===== config.mk =====
export PLATFORM = sky130hd
export DESIGN_NAME = rsmt_alu
export DESIGN_NICKNAME = d
export VERILOG_FILES = /design/src/design/rsmt_pkg.sv /design/src/design/rsmt_alu.sv
export SDC_FILE = /design/constraint.sdc
export NUM_CORES = 1
export LEC_CHECK = 0
export ABC_AREA = 1
export BUFFER_PORTS_ARGS = -buffer_cell sky130_fd_sc_hd__buf_2
export CORE_MARGIN = 1.5
export CORE_UTILIZATION = 52
export DETAILED_ROUTE_END_ITERATION = 6
export MAX_ROUTING_LAYER = met4
export PLACE_DENSITY = 0.89
export SLEW_MARGIN = 20
export SYNTH_ARGS = -nofsm -noshare
export SYNTH_HDL_FRONTEND = slang
export SYNTH_SLANG_ARGS = --single-unit

===== constraint.sdc =====
create_clock -name vclk -period 1.63
set_clock_uncertainty 0.1 [all_clocks]
set_input_delay 0 -clock vclk [all_inputs]
set_output_delay 0 -clock vclk [all_outputs]
set_load 0.03 [all_outputs]

===== src/design/rsmt_pkg.sv =====
// shared types, constants and operation codes of the return-site tracker
`timescale 1ns / 1ps

package rsmt_pkg;

	localparam int DEF_NUM_SITES = 256;
	localparam int DEF_TARGETS   = 4;

	localparam int CNT_W    = 32;
	localparam int MEGA_W   = 9;
	localparam int SITE_CNT_W = 9;
	localparam int HELD_OUT_W = 3;
	localparam int CFG_IDX_W  = 1;

	localparam logic [CNT_W-1:0] CNT_MAX  = {CNT_W{1'b1}};
	localparam logic [CNT_W-1:0] MEGA_MAX = CNT_W'({MEGA_W{1'b1}});
	localparam logic [CNT_W-1:0] THRESHOLD_RESET = CNT_W'(16);

	localparam logic [CFG_IDX_W-1:0] REG_SITE_COUNT     = 1'b0;
	localparam logic [CFG_IDX_W-1:0] REG_MISS_THRESHOLD = 1'b1;

	typedef enum logic [1:0] {
		OP_INC,
		OP_EQ,
		OP_GE
	} alu_op_t;

	typedef struct packed {
		alu_op_t          op;
		logic [CNT_W-1:0] a;
		logic [CNT_W-1:0] b;
	} alu_req_t;

endpackage


===== src/design/rsmt_alu.sv =====
// shared saturating increment and compare unit
`timescale 1ns / 1ps

module rsmt_alu import rsmt_pkg::*; (
	input  alu_req_t         req,
	output logic [CNT_W-1:0] result,
	output logic             flag
);

	logic a_ge_b;

	assign a_ge_b = (req.a >= req.b);

	always_comb begin
		result = req.a;
		flag   = 1'b0;
		unique case (req.op)
			OP_INC: begin
				// b is the ceiling
				result = a_ge_b ? req.b : req.a + CNT_W'(1);
				flag   = a_ge_b;
			end
			OP_EQ: begin
				flag = (req.a == req.b);
			end
			OP_GE: begin
				flag = a_ge_b;
			end
			default: begin
				result = req.a;
				flag   = 1'b0;
			end
		endcase
	end

endmodule


==> parameters.txt, run 1 <==
Parameter                              Value

Floorplan
  Horizontal die dimension    74.7 um
  Core Rows    25
  Height of the chip    74.7 um
  Number of ports placed on the die boundary    99
  Initial Util    0.551

Status
  Tool error    [ERROR DPL-0038] Utilization greater than 100%, impossible to legalize
  Step where the flow halted    5_1_grt
  Outcome    aborted with a tool error

Logic synthesis
  Post-synthesis cell count    532
  Yosys top cell area share    0.315
  Number of distinct library cells after synthesis    24
  Synthesized Nets    631
  Synthesized cell area    0.00267 mm2
  Total number of yosys warnings    0
  Largest area contributor in the synthesized netlist    sky130_fd_sc_hd__nand2_1
  Average cell area after synthesis    5.02 um2
  Register area share after synthesis    0
  Largest cells by area after synthesis    sky130_fd_sc_hd__nand2_1 (31%), sky130_fd_sc_hd__ha_1 (15%), sky130_fd_sc_hd__nand3_1 (13%), sky130_fd_sc_hd__inv_1 (9.6%), sky130_fd_sc_hd__nor2_1 (7.2%)

Clock tree
  Count of hold buffers inserted by post-cts repair    0

Placement
  Dpl cell area    0.00373 mm2
  Count of port buffers added during placement    99
  Placer Congestion    0.998
  HPWL after DPL    7520 um

Timing
  Kind of endpoint with the least setup slack    top-level output
  Worst Endpoint after GRT Repair    result[17]

Global routing
  Maximum number of pins on one net before global-route repair    33
[through the flow]
step	worst slack (ns)	util	std cells	setup TNS [ns]
floorplan	0.0821	-	532	0
global placement	-0.373	0.769	751	-11.39
detailed placement	-0.390	0.769	751	-11.22
CTS	-0.201	0.942	762	-5.09
[kinds of logic after synthesis]
| group | count (synthesis) | share of synthesized area |
|---|---|---|
| buffers and inverters | 86 | 0.134 |
| and+or+nand+nor | 378 | 0.620 |
| AOI/OAI and AO/OA | 19 | 0.0393 |
| xor gates and xnor gates | 16 | 0.0524 |
| adders and majority gates | 33 | 0.154 |
[repair_timing]
item / in CTS
gates resized for setup: 179
endpoints found under the setup margin: 33
pin swaps: 55
cloned: 3
buffers inserted: 8
[Yosys cell counts, drive strengths merged]
library cell / instances
a21o: 2
inv: 71
nand4: 2
a21boi: 2
nand3: 71
a21oi: 12
clkbuf: 4
buf: 11
ha: 33
o21ai: 3
nand2: 229
nor2: 65
xnor2: 11
nand3b: 11
xor2: 5
==> inputs of run 2 (changes only) <==
--- a/config.mk
+++ b/config.mk
@@ -8,10 +8,9 @@
 export ABC_AREA = 1
 export BUFFER_PORTS_ARGS = -buffer_cell sky130_fd_sc_hd__buf_2
 export CORE_MARGIN = 1.5
-export CORE_UTILIZATION = 52
+export CORE_UTILIZATION = 37
 export DETAILED_ROUTE_END_ITERATION = 6
-export MAX_ROUTING_LAYER = met4
-export PLACE_DENSITY = 0.89
+export PLACE_DENSITY_LB_ADDON = 0.15
 export SLEW_MARGIN = 20
 export SYNTH_ARGS = -nofsm -noshare
 export SYNTH_HDL_FRONTEND = slang
==> run 2 against run 1 <==
The flow now finishes, with violations (setup timing). Synthesized cell count stayed put. Synthesized area is the same.
==> parameters.txt, run 2 <==
Parameter                              Value

Status
  Outcome    complete, but fails checks (was aborted with a tool error)
  Violations in the final reports    setup timing

Timing
  Final period util    1.18
  Count of final max-slew check failures    0
  Final Worst Setup Slack    -0.295 ns
  # setup viols final    33
  Unrepaired setup endpoints after global routing    yes
  Final Hold Vio Count    0
  Final worst hold slack    0.332 ns
  Least-Margin Pin Slew    1.07 ns
  Aggregate negative setup slack    -8.52 ns
  Max Freq    0.519 GHz
  Time the final worst path needs with I/O delays and setup    1.93 ns
  Max-slew headroom at the worst pin    0.286

Detailed routing
  Drt drc    0
  Total wire length    11500 um
  Vias per std cell    4.99
  Starting DRT DRC Count    153
  Routed len/inst    14.4 um
  Length of the first detailed-routing pass in iterations    5
  DRT antenna net count    0
  Total via count in the routed design    3984

Hold path
  Min-delay worst type    input pin to primary output
  Hold Path Sink    flag
  Startpoint of the tightest hold check path    req[64]
  Min-Delay Path Depth    4

Global routing
  Wire length of the first global-routing pass    17000 um
  Number of antenna violations at the first check in global routing    0
  Total congestion overflow    0
  Via count of the first global-routing pass    3656
  Maximum number of pins on one net before global-route repair    33
  Overall global routing resource usage    0.275

Layout
  Layout cells sized above 1    0.498
  Total number of nets in the final design    804
  Sequential cell count    0
  Sequential cell area    0 um2
  Area Overhead vs Synth    87.6%
  Number of diodes    0
  Most common cell after layout, fill and taps aside    sky130_fd_sc_hd__nand2_1
  # clk buffers    0
  Top library cells by usage in the layout, fill and taps aside    sky130_fd_sc_hd__nand2_1 (171), sky130_fd_sc_hd__buf_4 (73), sky130_fd_sc_hd__buf_2 (58)

Floorplan
  Horizontal die dimension    88.0 um (was 74.7 um)
  Number of ports placed on the die boundary    99 (unchanged)
  Initial Util    0.387 (was 0.551)
  Total Die Area    0.00774 mm2
  Floorplan Core Area    0.00691 mm2
  Height of the chip    88.0 um (was 74.7 um)
  Core Rows    30 (was 25)

Setup path
  Critical path endpoint category    primary output
  Required time at the endpoint of the critical path    1.53 ns
  Slowest stage delay, CP    0.26 ns
  Worst path arrival time    1.83 ns
  Highest fanout seen on the critical path    5
  Critical-path top delay cell    sky130_fd_sc_hd__ha_4
  Ordered cell list for the critical path    buf_8 > ha_4 > a21oi_4 > o21ai_2 > nor2_2 > nand2_2 > nor2_4 > buf_6 > buf_12 > nand3_1 > nand3_1 > nand2_1 > buf_6
  Worst setup path category    input pin to primary output
  Critical Path Start Type    input pin

Logic synthesis
  Average cell area after synthesis    5.02 um2 (unchanged)
  Post-synthesis cell count    532 (unchanged)
  Number of distinct library cells after synthesis    24 (unchanged)
  Register area share after synthesis    0 (unchanged)
  Largest area contributor in the synthesized netlist    sky130_fd_sc_hd__nand2_1 (unchanged)
  Most frequent cell after synthesis    sky130_fd_sc_hd__nand2_1 (unchanged)
  Yosys top cell area share    0.315 (unchanged)
  Synthesized Nets    631 (unchanged)
  Largest cells by area after synthesis    sky130_fd_sc_hd__nand2_1 (31%), sky130_fd_sc_hd__ha_1 (15%), sky130_fd_sc_hd__nand3_1 (13%), sky130_fd_sc_hd__inv_1 (9.6%), sky130_fd_sc_hd__nor2_1 (7.2%) (unchanged)
  Synthesized cell area    0.00267 mm2 (unchanged)
  Total number of yosys warnings    0 (unchanged)
  Top cells by count, synth    sky130_fd_sc_hd__nand2_1 (224), sky130_fd_sc_hd__nand3_1 (69), sky130_fd_sc_hd__inv_1 (68), sky130_fd_sc_hd__nor2_1 (51), sky130_fd_sc_hd__ha_1 (33) (unchanged)

Placement
  HPWL after DPL    7570 um (was 7520 um)
  Count of port buffers added during placement    99 (unchanged)
  Placer Congestion    0.883 (was 0.998)

Power and ir drop
  Areal power density over the cells    331 mW/mm2
  Static power due to leakage    2.55 nW
  Worst vdd ir    0.171 mV

Run
  Max-capacitance violation count    0
[run 2: cell counts after synthesis]
No cell type changed its count.
[run 2: worst max path at each step]
stage                            end     from  cells after the start
after floorplan           result[22]  req[31]                     12
after global placement    result[22]  req[31]                     15
after detailed placement  result[22]  req[31]                     15
after CTS                  result[8]  req[31]                     14
after global routing      result[28]  req[31]                     14
final                     result[28]  req[63]                     13
[run 2: what timing repair did]
item,4_1_cts,5_1_grt
resized for setup,138,113
setup endpoints to repair,33,33
setup buffers,10,3
cloned,4,2
pin swaps,50,59
hold buffers,0,0
[run 2: layout make-up]
type | count | area, um2
tap | 96 | 120
multi-input combinational | 446 | 3020
fill | 600 | 1890
inverter | 71 | 274
timing repair buffer | 186 | 1600
[run 2: kinds of logic (layout without fill, tap and decap cells)]
logic type,Yosys count,in the layout,synth area share
compound gates,19,19,0.0393
xor+xnor,16,16,0.0524
fa+ha+maj,33,33,0.154
buf+inv,86,257,0.134
simple gates,378,378,0.620
[run 2: metrics by stage]
stage	setup WS, ns	power (mW)	utilization	cells	instance area [um2]
6_report	-0.295	1.66	0.726	799	5010
5_1_grt	-0.326	1.78	0.726	799	5010
4_1_cts	-0.149	1.40	0.648	794	4470
3_5_place_dp	-0.328	1.11	0.546	781	3770
3_3_place_gp	-0.307	1.09	0.546	781	3770
2_1_floorplan	0.0821	0.662	-	532	2680
[run 2: power breakdown]
group,internal [mW],leakage (nW),switching [mW]
logic,0.767,2.55,0.893
clock network,0,0,0
registers,0,0,0
total,0.767,2.55,0.893
[run 2: worst max-delay path: cells and delay by family]
| kind | cells | cell delay [ns] |
|---|---|---|
| AO/OA/AOI/OAI | 2 | 0.27 |
| buffers and inverters | 4 | 0.56 |
| adder cells (fa/ha/maj) | 1 | 0.26 |
| AND/OR/NAND/NOR | 6 | 0.73 |
[run 2: layer usage]
layer | wire (um) | GRT usage | share of wire
met5 | 0 | 0 | 0
met4 | 279 | 0.0577 | 0.024
met3 | 481 | 0.0189 | 0.042
met2 | 5950 | 0.502 | 0.52
met1 | 4820 | 0.351 | 0.42
(Power assumes the default switching activity.)
